## config.mk

```make
export PLATFORM = sky130hd
export DESIGN_NAME = pbc_out_fifo
export DESIGN_NICKNAME = d
export VERILOG_FILES = /design/src/hdl/assert_macros.svh /design/src/hdl/pbc_pkg.sv /design/src/hdl/pbc_out_fifo.sv
export SDC_FILE = /design/constraint.sdc
export NUM_CORES = 1
export LEC_CHECK = 0
export BUFFER_PORTS_ARGS = -buffer_cell sky130_fd_sc_hd__buf_2
export CORE_MARGIN = 2
export CORE_UTILIZATION = 25
export DETAILED_ROUTE_END_ITERATION = 6
export HOLD_SLACK_MARGIN = 0.12
export SYNTH_ARGS = -nofsm -noshare
export SYNTH_HDL_FRONTEND = slang
export SYNTH_SLANG_ARGS = --single-unit
```

## constraint.sdc

```tcl
create_clock -name clk -period 8.7 [get_ports clk]
set_input_delay 0 -clock clk [delete_from_list [all_inputs] [get_ports clk]]
set_output_delay 0 -clock clk [all_outputs]
set_load 0.05 [all_outputs]
```

## src/hdl/assert_macros.svh

```systemverilog
// ----------------------------------------------------------------------------
// Assertion macros
// Shorthand for clocked assertions that are disabled while reset is applied.
// ----------------------------------------------------------------------------
`ifndef ASSERT_MACROS_SVH
`define ASSERT_MACROS_SVH

// The property must hold at every rising edge outside reset.
`define ASSERT_PROP(label, clk, rst_n, prop, msg) \
	label: assert property (@(posedge clk) disable iff (!rst_n) prop) \
		else $error(msg);

// The expression must never be true at a rising edge outside reset.
`define ASSERT_NEVER(label, clk, rst_n, expr, msg) \
	`ASSERT_PROP(label, clk, rst_n, !(expr), msg)

`endif

```

## src/hdl/pbc_pkg.sv

```systemverilog
// ----------------------------------------------------------------------------
// pbc_pkg
// Shared types, codes and sizes of the pixel blit compositor.
// ----------------------------------------------------------------------------
package pbc_pkg;

	// Frame store size in pixels.
	localparam int MAX_WIDTH   = 256;
	localparam int MAX_HEIGHT  = 256;
	localparam int FRAME_WORDS = MAX_WIDTH * MAX_HEIGHT;
	localparam int AW          = $clog2(FRAME_WORDS);
	localparam int XW          = $clog2(MAX_WIDTH);
	localparam int YW          = $clog2(MAX_HEIGHT);

	// Width that holds a clamped destination size, and the width used to
	// compare it against an 11-bit coordinate.
	localparam int DIMW_A = $clog2(MAX_WIDTH + 1);
	localparam int DIMW_B = $clog2(MAX_HEIGHT + 1);
	localparam int DIMW_C = (DIMW_A > DIMW_B) ? DIMW_A : DIMW_B;
	localparam int DIMW   = (DIMW_C > 9) ? DIMW_C : 9;
	localparam int CW     = (DIMW > 11) ? DIMW : 11;

	// Result buffer; the depth must be a power of two.
	localparam int FIFO_DEPTH = 8;
	localparam int FIFO_PW    = $clog2(FIFO_DEPTH);
	localparam int PEND_W     = $clog2(FIFO_DEPTH + 1);

	localparam int CFG_IDX_W  = 3;
	localparam int CFG_DATA_W = 24;

	localparam logic [7:0] FULL_ALPHA = 8'hFF;

	typedef enum logic [1:0] {
		CMD_BLIT = 2'd0,
		CMD_SET  = 2'd1,
		CMD_GET  = 2'd2
	} cmd_t;

	typedef enum logic [1:0] {
		MODE_COPY  = 2'd0,
		MODE_KEY   = 2'd1,
		MODE_BLEND = 2'd2
	} mode_t;

	typedef enum logic [1:0] {
		OUT_WRITTEN = 2'd0,
		OUT_OUTSIDE = 2'd1,
		OUT_SKIPPED = 2'd2,
		OUT_READ    = 2'd3
	} outcome_t;

	typedef enum logic [CFG_IDX_W-1:0] {
		REG_DEST_WIDTH  = 3'd0,
		REG_DEST_HEIGHT = 3'd1,
		REG_BLIT_MODE   = 3'd2,
		REG_KEY_COLOR   = 3'd3,
		REG_OFFSET_X    = 3'd4,
		REG_OFFSET_Y    = 3'd5
	} cfg_reg_t;

	// Word layout of the frame store: red in the low byte, alpha on top.
	typedef struct packed {
		logic [7:0] alpha;
		logic [7:0] blue;
		logic [7:0] green;
		logic [7:0] red;
	} pixel_t;

	typedef struct packed {
		outcome_t outcome;
		pixel_t   pixel;
	} result_t;

endpackage

```

## src/hdl/pbc_out_fifo.sv

```systemverilog
// ----------------------------------------------------------------------------
// pbc_out_fifo
// Result buffer between the pixel pipeline and the output channel.
// ----------------------------------------------------------------------------
module pbc_out_fifo import pbc_pkg::*; (
	input  logic    clk,
	input  logic    arst_n,
	input  logic    push,
	input  result_t push_data,
	input  logic    stall,
	output logic    valid,
	output result_t head
);

	result_t              mem_q [FIFO_DEPTH];
	logic [FIFO_PW-1:0]   wr_ptr_q;
	logic [FIFO_PW-1:0]   rd_ptr_q;
	logic [PEND_W-1:0]    count_q;
	logic                 pop;

	assign valid = (count_q != '0);
	assign pop   = valid && !stall;
	assign head  = mem_q[rd_ptr_q];

	always_ff @(posedge clk) begin
		if (push) begin
			mem_q[wr_ptr_q] <= push_data;
		end
	end

	always_ff @(posedge clk or negedge arst_n) begin
		if (!arst_n) begin
			wr_ptr_q <= '0;
			rd_ptr_q <= '0;
			count_q  <= '0;
		end else begin
			if (push) begin
				wr_ptr_q <= wr_ptr_q + 1'b1;
			end
			if (pop) begin
				rd_ptr_q <= rd_ptr_q + 1'b1;
			end
			case ({push, pop})
				2'b10: count_q <= count_q + 1'b1;
				2'b01: count_q <= count_q - 1'b1;
				default: count_q <= count_q;
			endcase
		end
	end

endmodule

```

==> metrics.md <==
| Metric | Value |
|---|---|
| Status | complete, no violations |
| Max-slew violation count | 0 |
| Reg2reg start | count_q[1] |
| Worst EP required | ~8700 ps |
| Router iterations before antenna repair | 4 |
| GRT Overall Usage | 10.2% |
| Largest net degree at the start of global routing | 71 |
| Setup CP Type | flip-flop to output port |
| Rows | 76 |
| Pleak | 4.32 nW |
| # hold bufs at CTS | 38 |
| RSZ-0062 raised after global routing | no |
| Number of global-route vias before repair | 5353 |
| Maximum clock rate | 0.297 GHz |
| Top-count cell post-synth | edfxtp_1 |
| Final cycle utilization of the critical path | 38.7% |
| Area Overhead vs Synth | 23.2% |
| GP Congestion | 0.636 |
| Max Cap Viol | 0 |
| I/O pins | 73 |
| First-pass GRT wire length | 33800 um |
| Final setup skew | 17.6 ps |
| Slew @ Worst Pin | 1110 ps |
| PortBufs | 72 |
| Top post-synthesis cells by area | edfxtp_1 76%, mux4_2 14%, mux2_2 2.8% |
| DP HPWL | 12500 um |
| Max IR drop VDD | about 0.16 mV |
| Share of layout cells above drive strength 1 | 40.9% |
| WL/cell | 18.9 um |
| Clock insertion delay at the later pin of the skew report | 560 ps |
| Async S/R FF share, synth | 3.55% |
| CP Launch Point | rd_ptr_q[0] |
| WHS Path Cells | 2 |
| GRT Residual Overflow | 0 |
| Drt via density | 4.05 |
| HP Class | primary input to flip-flop |
| Syn_area_per_cell | approximately 24 um^2 |
| ANT nets after route | 0 |
| Die span in y | 212 um |
| Synth Flop Type | edfxtp_1 |
| Post-synthesis cell count | roughly 450 |
| Final core occ | 31.1% |
| Seq/Total Area, Yosys | 77.8% |
| Slew HR | 26.0% |
| Final setup TNS | 0 ps |
| CP Data Arrival Time | 3370 ps |
| Postcts setup bufs | 0 |
| Clk buf depth | 3 |
| Final setup vio count | 0 |
| Synth area leader | edfxtp_1 |
| H-Tree Level Count | 1 |
| Antenna violations before repair | 1 |
| Yosys warning total | 0 |
| Yosys cell types | 25 |
| Reg clk slew, reported paths | 60 ps |
| CTS root buf | clkbuf_16 |
| Power Dens Cells | 358 nW/um^2 |
| Initial Utilization | between 20 and 30% |
| Synth top cells by count | 272 x edfxtp_1, 68 x mux4_2, 27 x mux2_2, 10 x dfrtp_1, 10 x mux2_4 |
| WL final | between 20000 and 25000 um |
| CTS Buf Count | 31 |
| # clock sinks | 282 |
| CP Capture Type | output port |
| Worst-path fanout max | 40 |
| # DRC | 0 |
| Starting DRT DRC Count | 324 |
| Top cell type's share of synthesized area | around three quarters |
| Die area | approximately 45000 um^2 |
| Flops & latches, synth | 282 |
| Final Hold Viols | 0 |
| Routed via count | 4836 |
| Post-synth EDFFs | 272 |
| Tmin final | 3370 ps |
| Core footprint | 42900 um^2 |
| Setup crit start kind | flip-flop |
| Hold wc startpoint | push_data[10] |
| Syn nets | 491 |
| Resize count post-CTS | 0 |
| Die X | between 200 and 250 um |
| TritonCTS clock tree | built |
| FF-to-FF path depth | 9 |
| Final nets | about 630 |
| Mapped Area | 10800 um^2 |
==> logic make-up (layout without fill, tap and decap cells) <==
group / after synthesis / in the layout / synth area share (%)
buffers and inverters: 21 / 180 / 1.19
other: 0 / 1 / 0
AOI/OAI and AO/OA: 2 / 2 / 0.127
and+or+nand+nor: 24 / 24 / 1.20
xor gates and xnor gates: 9 / 9 / 0.729
muxes: 105 / 105 / 18.4
DFF: 282 / 282 / 77.8
adders and majority gates: 5 / 5 / 0.578
==> sequential cells by signal, summed over array words and instances (netlist names) <==
| signal | flops |
|---|---|
| mem_q | 272 |
| wr_ptr_q | 3 |
| count_q | 4 |
| rd_ptr_q | 3 |
==> critical path: stages (launching register included) <==
cell     delay [ps]
dfrtp_4         990
buf_4           670
mux4_2          580
mux2_2          320
buf_2           220
==> cell type report <==
| type | count | area [um^2] |
|---|---|---|
| Fill cell | 4091 | 29600 |
| Sequential cell | 282 | 8430 |
| Multi-Input combinational cell | 145 | 2330 |
| Timing Repair Buffer | 122 | 831 |
| Clock buffer | 39 | 826 |
| Tap cell | 585 | 732 |
| Clock inverter | 18 | 175 |
| Inverter | 1 | 3.75 |
| Antenna cell | 1 | 2.50 |
==> path summary, 6_finish.rpt <==
path	slack, ps	to
hold reg to reg	470	count_q[3]
max in group asynchronous	7770	rd_ptr_q[1]
setup / recovery	5330	head[30]
setup reg to reg	6270	count_q[2]
min in group asynchronous	500	rd_ptr_q[0]
hold / removal	260	mem_q[5][10]
==> power by group <==
part | internal, mW | total (mW) | switching [mW]
Combinational | 0.632 | 1.58 | 0.947
Sequential | 1.71 | 1.91 | 0.202
Clock | 0.759 | 1.28 | 0.521
==> layer usage <==
layer	GRT usage, %	up-vias	wire length [um]	share of wire [%]
met3	2.11	32	948	4.2
met1	13.0	2540	10000	45
met5	0	-	0	0
met2	17.5	95	11100	49
met4	2.91	0	434	1.9
li1	-	2169	-	-
==> per-stage QoR <==
| step | area, um^2 | instances | hold slack (ps) | setup WS, ps | total power [mW] |
|---|---|---|---|---|---|
| 4_1_cts | 13300 | 1192 | 219 | 5190 | 4.87 |
| 6_report | 13300 | 1193 | 259 | 5330 | 4.77 |
| 3_5_place_dp | 11900 | 1097 | -103 | 5820 | 3.56 |
| 3_3_place_gp | 11900 | 1097 | -108 | 5800 | 3.55 |
| 2_1_floorplan | 10800 | 448 | -296 | 5300 | 3.15 |
| 5_1_grt | 13300 | 1193 | 261 | 5050 | 5.01 |
==> layout by cell type (no fill, tap or decap) <==
master	n
clkbuf_8	2
nand3b_1	1
clkbuf_1	6
inv_1	1
edfxtp_1	272
nor3_2	2
clkbuf_16	31
nand2b_1	4
nor4_1	1
dfrtp_4	2
or4_1	1
nor3_1	1
mux2_2	27
nor2_4	6
diode_2	1
a2111oi_0	1
clkinv_2	6
xor2_1	5
mux4_2	68
bufinv_16	3
dfrtp_2	1
mux2_4	10
buf_4	12
nand3_1	1
buf_2	72
a21oi_1	1
nor4b_1	1
xnor2_1	4
nor2_1	1
inv_6	2
clkinvlp_4	3
nor2b_4	1
clkinv_1	4
dfrtp_1	7
nand2_1	4
ha_1	5
dlygate4sd3_1	38
Power figures use the tool's default switching activity.
