`config.mk`:
```
export PLATFORM = sky130hd
export DESIGN_NAME = pbc_blend
export DESIGN_NICKNAME = d
export VERILOG_FILES = /design/src/hdl/assert_macros.svh /design/src/hdl/pbc_pkg.sv /design/src/hdl/pbc_blend.sv
export SDC_FILE = /design/constraint.sdc
export NUM_CORES = 1
export LEC_CHECK = 0
export ABC_AREA = 1
export BUFFER_PORTS_ARGS = -buffer_cell sky130_fd_sc_hd__clkbuf_2
export CAP_MARGIN = 15
export CORE_AREA = 2 2 208 210
export CTS_CLUSTER_SIZE = 14
export DETAILED_ROUTE_END_ITERATION = 12
export DIE_AREA = 0 0 210 212
export SLEW_MARGIN = 20
export SYNTH_ARGS = -nofsm -noshare
export SYNTH_HDL_FRONTEND = slang
export SYNTH_SLANG_ARGS = --single-unit
export TNS_END_PERCENT = 30
```
`constraint.sdc`:
```
create_clock -name clk -period 4.2 [get_ports clk]
set_input_delay 0.42 -clock clk [delete_from_list [all_inputs] [get_ports clk]]
set_output_delay 0.42 -clock clk [all_outputs]
set_load 0.02 [all_outputs]
```
`src/hdl/assert_macros.svh`:
```
// ----------------------------------------------------------------------------
// Assertion macros
// Shorthand for clocked assertions that are disabled while reset is applied.
// ----------------------------------------------------------------------------
`ifndef ASSERT_MACROS_SVH
`define ASSERT_MACROS_SVH

// The property must hold at every rising edge outside reset.
`define ASSERT_PROP(label, clk, rst_n, prop, msg) \
	label: assert property (@(posedge clk) disable iff (!rst_n) prop) \
		else $error(msg);

// The expression must never be true at a rising edge outside reset.
`define ASSERT_NEVER(label, clk, rst_n, expr, msg) \
	`ASSERT_PROP(label, clk, rst_n, !(expr), msg)

`endif

```
`src/hdl/pbc_pkg.sv`:
```
// ----------------------------------------------------------------------------
// pbc_pkg
// Shared types, codes and sizes of the pixel blit compositor.
// ----------------------------------------------------------------------------
package pbc_pkg;

	// Frame store size in pixels.
	localparam int MAX_WIDTH   = 256;
	localparam int MAX_HEIGHT  = 256;
	localparam int FRAME_WORDS = MAX_WIDTH * MAX_HEIGHT;
	localparam int AW          = $clog2(FRAME_WORDS);
	localparam int XW          = $clog2(MAX_WIDTH);
	localparam int YW          = $clog2(MAX_HEIGHT);

	// Width that holds a clamped destination size, and the width used to
	// compare it against an 11-bit coordinate.
	localparam int DIMW_A = $clog2(MAX_WIDTH + 1);
	localparam int DIMW_B = $clog2(MAX_HEIGHT + 1);
	localparam int DIMW_C = (DIMW_A > DIMW_B) ? DIMW_A : DIMW_B;
	localparam int DIMW   = (DIMW_C > 9) ? DIMW_C : 9;
	localparam int CW     = (DIMW > 11) ? DIMW : 11;

	// Result buffer; the depth must be a power of two.
	localparam int FIFO_DEPTH = 8;
	localparam int FIFO_PW    = $clog2(FIFO_DEPTH);
	localparam int PEND_W     = $clog2(FIFO_DEPTH + 1);

	localparam int CFG_IDX_W  = 3;
	localparam int CFG_DATA_W = 24;

	localparam logic [7:0] FULL_ALPHA = 8'hFF;

	typedef enum logic [1:0] {
		CMD_BLIT = 2'd0,
		CMD_SET  = 2'd1,
		CMD_GET  = 2'd2
	} cmd_t;

	typedef enum logic [1:0] {
		MODE_COPY  = 2'd0,
		MODE_KEY   = 2'd1,
		MODE_BLEND = 2'd2
	} mode_t;

	typedef enum logic [1:0] {
		OUT_WRITTEN = 2'd0,
		OUT_OUTSIDE = 2'd1,
		OUT_SKIPPED = 2'd2,
		OUT_READ    = 2'd3
	} outcome_t;

	typedef enum logic [CFG_IDX_W-1:0] {
		REG_DEST_WIDTH  = 3'd0,
		REG_DEST_HEIGHT = 3'd1,
		REG_BLIT_MODE   = 3'd2,
		REG_KEY_COLOR   = 3'd3,
		REG_OFFSET_X    = 3'd4,
		REG_OFFSET_Y    = 3'd5
	} cfg_reg_t;

	// Word layout of the frame store: red in the low byte, alpha on top.
	typedef struct packed {
		logic [7:0] alpha;
		logic [7:0] blue;
		logic [7:0] green;
		logic [7:0] red;
	} pixel_t;

	typedef struct packed {
		outcome_t outcome;
		pixel_t   pixel;
	} result_t;

endpackage

```
`src/hdl/pbc_blend.sv`:
```
// ----------------------------------------------------------------------------
// pbc_blend
// Two-stage alpha blend: per-channel products, then sum and divide by 255.
// ----------------------------------------------------------------------------
module pbc_blend import pbc_pkg::*; (
	input  logic   clk,
	input  pixel_t src_s2,
	input  pixel_t dst_s2,
	output pixel_t blend_s3
);

	logic [2:0][7:0]  src_rgb;
	logic [2:0][7:0]  dst_rgb;
	logic [7:0]       inv_alpha;
	logic [15:0]      src_prod_s3 [3];
	logic [15:0]      dst_prod_s3 [3];
	logic [2:0][7:0]  mix_rgb;

	assign src_rgb   = {src_s2.blue, src_s2.green, src_s2.red};
	assign dst_rgb   = {dst_s2.blue, dst_s2.green, dst_s2.red};
	assign inv_alpha = FULL_ALPHA - src_s2.alpha;

	always_ff @(posedge clk) begin
		for (int i = 0; i < 3; i++) begin
			src_prod_s3[i] <= 16'(src_rgb[i]) * 16'(src_s2.alpha);
			dst_prod_s3[i] <= 16'(dst_rgb[i]) * 16'(inv_alpha);
		end
	end

	// The sum never exceeds 255*255, where (v + (v >> 8) + 1) >> 8 equals v / 255.
	always_comb begin
		logic [15:0] sum;
		logic [16:0] quo;
		for (int i = 0; i < 3; i++) begin
			sum        = src_prod_s3[i] + dst_prod_s3[i];
			quo        = 17'(sum) + 17'(sum[15:8]) + 17'd1;
			mix_rgb[i] = quo[15:8];
		end
	end

	assign blend_s3 = '{alpha: FULL_ALPHA, blue: mix_rgb[2], green: mix_rgb[1],
		red: mix_rgb[0]};

endmodule

```
==> results.cfg, run 1 <==
[clocking]
post_cts_resized = 0
clock-sinks = 96
cts_setup_buffers = 0
cts-buffers-inserted = 9
hold_buffers = 0
cts_tree = built
clockBufferDepth = 2
clockRootBuffer = clkbuf_16
htree_levels = 3
path_clk_slew_ns = 0.07

[setup_path]
path_cells = clkbuf_2 -> buf_12 -> nand2_1 -> fa_1 -> fa_1 -> inv_1 -> fa_1 -> inv_1 -> fa_1 -> inv_1 -> ha_1 -> a21oi_2 -> o21ai_0 -> a21oi_1 -> o21ai_0 -> xor2_1
cpMostUsedCell = fa_1
cp_num_buf_inv = 5
cpMaxStageDelayCell = fa_1
path_max_fanout = 16
max_stage_delay_ns = 0.57
crit_path_start_kind = input pin
criticalPathCategory = in2reg
critical_path.top_delay_family = adder cells
cp.arrival_ns = 4.20
crit_required_ns = 4.46
end_kind = flop

[synth]
syn_area_um2 = 18910
synth-edff-count = 0
synth.distinct_cells = 31
postSynthAreaPerCell_um2 = 7.107
ys.flop_type = dfxtp_1
yosysWarningCount = 0
async_flop_share_pct = 0
postSynthCellCount = 2660
seq_area_frac_synth_pct = 10.17
ys_seq_elements = 96

[outcome]
status = finished, final reports clean

[sta]
setup-violations-final = 0
fin_crit_ns = 3.943
slew_viol_final = 0
hold_ws_ns = 0.3847
rsz0062_at_grt = true
finalWorstSetupSlack_ns = 0.2575
hold_viol_final = 0
fmax_mhz = 253.6
final.period_utilization_pct = 93.87

[routing]
dr.first_iter.drc_count = 698
drc = 0
wl_um = 44510
first_pass_iters = 5
avgRoutedWirePerCell_um = 13.21
ant_nets = 0
vias = 16070
via_per_inst = 4.767

[run]
cap_violations = 0

[floorplan]
dieArea_um2 = 44520
die_w_um = 210
num_rows = 76
ios = 97
core_region_area_um2 = 42510
die_h_um = 212
initial_core_util_pct = 44.48

[placed_design]
numPortBuffers = 80
pre_cts_slack_ns = -0.1339
dpl.hpwl_um = 38500
gp_congestion = 0.8754

[min_path]
hp-class = in2reg

[global_route]
grt_start_max_net_pins = 38
grt_pass1_vias = 16740
globalRouteTotalUtil_pct = 21.53
grt_overflow_total = 0
grt_antenna_before_repair = 2
grt_pass1_wl_um = 77740

[final_layout]
fin_nets = 3384
fillers = 4284
areaGrowthSynthToFinish_pct = 11.79
final_layout_size_suffix_gt1_share_pct = 10.45

[pwr]
leakagePower_nw = 13.11
ir_worst_vdd_uv = 1096
powerDensity_nw_per_um2 = 809.4
## final timing paths
kind	startpoint	end	slack (ns)	cells after the start
hold / removal	src_s2[16]	src_prod_s3[0][32]	0.38	3
setup / recovery	src_s2[26]	src_prod_s3[0][28]	0.26	16
## layer usage
layer | up-vias | GRT usage [%] | wire length [um]
met5 | - | 0 | 13
met4 | 2 | 5.796 | 905
met3 | 60 | 2.334 | 1179
met2 | 211 | 39.47 | 22100
met1 | 7569 | 26.86 | 20310
li1 | 8224 | - | -
## report_power, final
group          total [mW]  internal, mW  switching, mW
sequential           1.54          1.35          0.183
clock               0.821         0.442          0.379
combinational        14.8          5.66           9.09
total                17.1          7.45           9.66
## synthesized netlist by cell type (13+ instances only)
cell	count	area (um^2)
a31oi_1	13	81.33
xnor2_1	41	359.1
dfxtp_1	96	1922
o21ai_0	34	170.2
fa_1	219	4384
clkbuf_2	20	100.1
nand3_1	76	380.4
nor2_1	210	788.3
ha_1	282	3528
a21oi_1	106	530.5
nand2_1	634	2380
inv_1	686	2575
nand4_1	30	187.7
nand2_2	29	181.4
xor2_1	58	508.0
clkbuf_1	35	131.4
## sequential cells by signal, indices dropped and copies added, names as in the netlist
| signal | count |
|---|---|
| src_prod_s3 | 48 |
| dst_prod_s3 | 48 |
## placed cells by master (no fill, tap or decap), drive strengths merged
cell type    n
buf        135
and2        12
o221ai       2
a31oi       13
nand2      672
nor2       224
fa         219
o21ai       36
a21oi      106
ha         282
or2          3
a21o         7
xnor2       41
dfxtp       96
clkinvlp     1
conb         8
diode        1
clkinv       3
xor2        58
nand3       83
o2111ai     11
o21bai       3
nand4       30
clkbuf      91
inv        687
## through the flow
| step | total power, mW | cell area [um^2] | instances | TNS (ns) | util, % |
|---|---|---|---|---|---|
| 2_1_floorplan | 12.51 | 18950 | 2667 | -0.02520 | - |
| 3_3_place_gp | 16.11 | 20810 | 3353 | -0.7502 | 48.95 |
| 3_5_place_dp | 16.29 | 20810 | 3353 | -1.802 | 48.95 |
| 4_1_cts | 17.24 | 21110 | 3369 | 0 | 49.66 |
| 5_1_grt | 19.42 | 21140 | 3370 | -0.05707 | 49.72 |
| 6_report | 17.11 | 21140 | 3370 | 0 | 49.72 |
## final cells by class
cell class / count / area, um^2 / share of cell area, %
Antenna cell: 1 / 2.502 / 0.01184
Clock buffer: 11 / 252.7 / 1.196
Clock inverter: 5 / 50.05 / 0.2368
Inverter: 686 / 2575 / 12.18
Multi-Input combinational cell: 1810 / 14090 / 66.69
Sequential cell: 96 / 1922 / 9.093
Tap cell: 546 / 683.2 / 3.232
Timing Repair Buffer: 215 / 1555 / 7.358
## kinds of logic after synthesis
group                      count (synthesis)  share of synthesized area, %
AOI/OAI and AO/OA                        178                         5.189
xor gates and xnor gates                  99                         4.586
buffers and inverters                    761                         15.52
and+or+nand+nor                         1024                         22.67
other                                      1                       0.01984
DFF                                       96                         10.17
adders and majority gates                501                         41.85
Note: power is estimated with default switching activity, not from simulation.
==> inputs of run 2 (changes only) <==
--- a/config.mk
+++ b/config.mk
@@ -6,12 +6,14 @@
 export NUM_CORES = 1
 export LEC_CHECK = 0
 export ABC_AREA = 1
+export ABC_CLOCK_PERIOD_IN_PS = 4200
 export BUFFER_PORTS_ARGS = -buffer_cell sky130_fd_sc_hd__clkbuf_2
 export CAP_MARGIN = 15
 export CORE_AREA = 2 2 208 210
 export CTS_CLUSTER_SIZE = 14
 export DETAILED_ROUTE_END_ITERATION = 12
 export DIE_AREA = 0 0 210 212
+export RECOVER_POWER = 100
 export SLEW_MARGIN = 20
 export SYNTH_ARGS = -nofsm -noshare
 export SYNTH_HDL_FRONTEND = slang
==> run 2 against run 1 <==
Maximum frequency decreased by 1.2%. Global-route usage unchanged. Critical path type unchanged. Highest routed layer unchanged. Critical path depth unchanged. Clock power is essentially flat. Non-clock buffer count stayed put. Die area unchanged. Total power decreased by 1.0%. Clock-buffer cell count unchanged. Design area is 0.28% lower. First-iteration DRC count shrank 0.72%. Critical endpoint unchanged. Largest power group unchanged.
==> results.cfg, run 2 (synthesis gave the netlist of run 1 again) <==
[outcome]
status = finished, final reports clean

[routing]
dr.first_iter.drc_count = 693
drc = 0
ant_nets = 0
wl_um = 44480
avgRoutedWirePerCell_um = 13.20
vias = 16060
first_pass_iters = 4
via_per_inst = 4.764

[clocking]
clock-sinks = 96
cts-buffers-inserted = 9
cts_tree = built
htree_levels = 3
cts_setup_buffers = 0
clockBufferDepth = 2
path_clk_slew_ns = 0.07
clockRootBuffer = clkbuf_16

[setup_path]
cpMostUsedCell = fa_1
max_stage_delay_ns = 0.57
path_cells = clkbuf_2 -> buf_12 -> nand2_1 -> fa_1 -> fa_1 -> inv_1 -> fa_1 -> inv_1 -> fa_1 -> inv_1 -> ha_1 -> a21oi_1 -> o21ai_0 -> a21oi_1 -> o21ai_0 -> xor2_1
cpMaxStageDelayCell = fa_1
cp_num_buf_inv = 5
path_max_fanout = 16
critical_path.top_delay_family = adder cells
cp.arrival_ns = 4.25
crit_path_start_kind = input pin
end_kind = flop
criticalPathCategory = in2reg
crit_required_ns = 4.46

[run]
cap_violations = 0

[floorplan]
die_h_um = 212
ios = 97
core_region_area_um2 = 42510
initial_core_util_pct = 44.48
dieArea_um2 = 44520
num_rows = 76
die_w_um = 210

[placed_design]
gp_congestion = 0.8754
dp_cells = 3353
dpl.hpwl_um = 38500
pre_cts_slack_ns = -0.1339
numPortBuffers = 80

[sta]
finalWorstSetupSlack_ns = 0.2113
rsz0062_at_grt = true
tightest_slew_ns = 0.5835
setup-violations-final = 0
hold_ws_ns = 0.3848
final.period_utilization_pct = 94.97
relSlewSlack_pct = 61.10
fmax_mhz = 250.7
slew_viol_final = 0
fin_crit_ns = 3.989
hold_viol_final = 0

[pwr]
p_switching_mw = 9.627
swShare_pct = 56.85
leakagePower_nw = 13.03
power_frac_clock_pct = 4.8
finalPower_mw = 16.94
combPwrFrac_pct = 86.1
powerDensity_nw_per_um2 = 803.6
p_int_mw = 7.308
ir_worst_vdd_uv = 1045
pwr-share-seq_pct = 9.1

[final_layout]
final_cell_mix = 686 x inv_1, 634 x nand2_1, 281 x ha_1, 219 x fa_1, 210 x nor2_1
final_common_cell = inv_1
final_layout_size_suffix_gt1_share_pct = 9.493
fin_util_pct = 49.58
fin_nets = 3384
top_regs = dst_prod_s3 x48, src_prod_s3 x48
fin_cells = 3370
areaGrowthSynthToFinish_pct = 11.48

[global_route]
grt_antenna_before_repair = 2
grt_start_max_net_pins = 38
grt_pass1_wl_um = 77740
grt_pass1_vias = 16740
globalRouteTotalUtil_pct = 21.53
grt_overflow_total = 0

[min_path]
hp-class = in2reg
run 2: changes by cell type in the layout (fill, tap and decap cells not counted):
cell,previous run,this run
a21oi_1,104,105
a21oi_2,2,1
buf_1,0,1
buf_4,123,105
clkbuf_1,0,24
clkbuf_2,80,62
clkbuf_4,0,11
nand2_1,633,634
nand2_4,9,8
run 2: final timing paths:
check	slack, ns	end	cells past startpoint	start
worst min-delay path	0.38	src_prod_s3[0][32]	3	src_s2[16]
worst max-delay path	0.21	src_prod_s3[0][28]	16	src_s2[26]
run 2: layout make-up:
class | count | area, um^2
Sequential cell | 96 | 1922
Timing Repair Buffer | 215 | 1506
Fill cell | 4297 | 21430
Inverter | 686 | 2575
Clock inverter | 5 | 50.05
Clock buffer | 11 | 252.7
Tap cell | 546 | 683.2
Antenna cell | 1 | 2.502
Multi-Input combinational cell | 1810 | 14080
run 2: what timing repair did:
action	in CTS	in global routing
hold buffers	0	0
endpoints found under the setup margin	0	9
endpoints found under the hold margin	0	0
gates resized for setup	0	6
run 2: per-layer routing:
layer	vias to the layer above	share of wire [%]	track usage, %
met5	-	0.029	0
met4	2	1.9	5.796
met3	54	3.0	2.334
met2	222	50	39.47
met1	7552	45	26.86
li1	8225	-	-
run 2: stage by stage:
| stage | TNS (ns) | instance area (um^2) |
|---|---|---|
| final | 0 | 21080 |
| after global routing | -0.08913 | 21080 |
| after CTS | 0 | 21110 |
| after detailed placement | -1.802 | 20810 |
| after global placement | -0.7502 | 20810 |
| after floorplan | -0.02520 | 18950 |
run 2: tightest hold or removal path: stages:
cell,delay (ns)
clkbuf_2,0.16
nand2_1,0.10
inv_1,0.03
run 2: power by group through the flow:
stage,Sequential (mW),Clock [mW],Combinational (mW)
6_report,1.54,0.821,14.6
5_1_grt,1.57,0.883,16.8
4_1_cts,1.55,0.852,14.8
3_5_place_dp,1.57,0,14.7
3_3_place_gp,1.57,0,14.5
2_1_floorplan,1.46,0,11.0
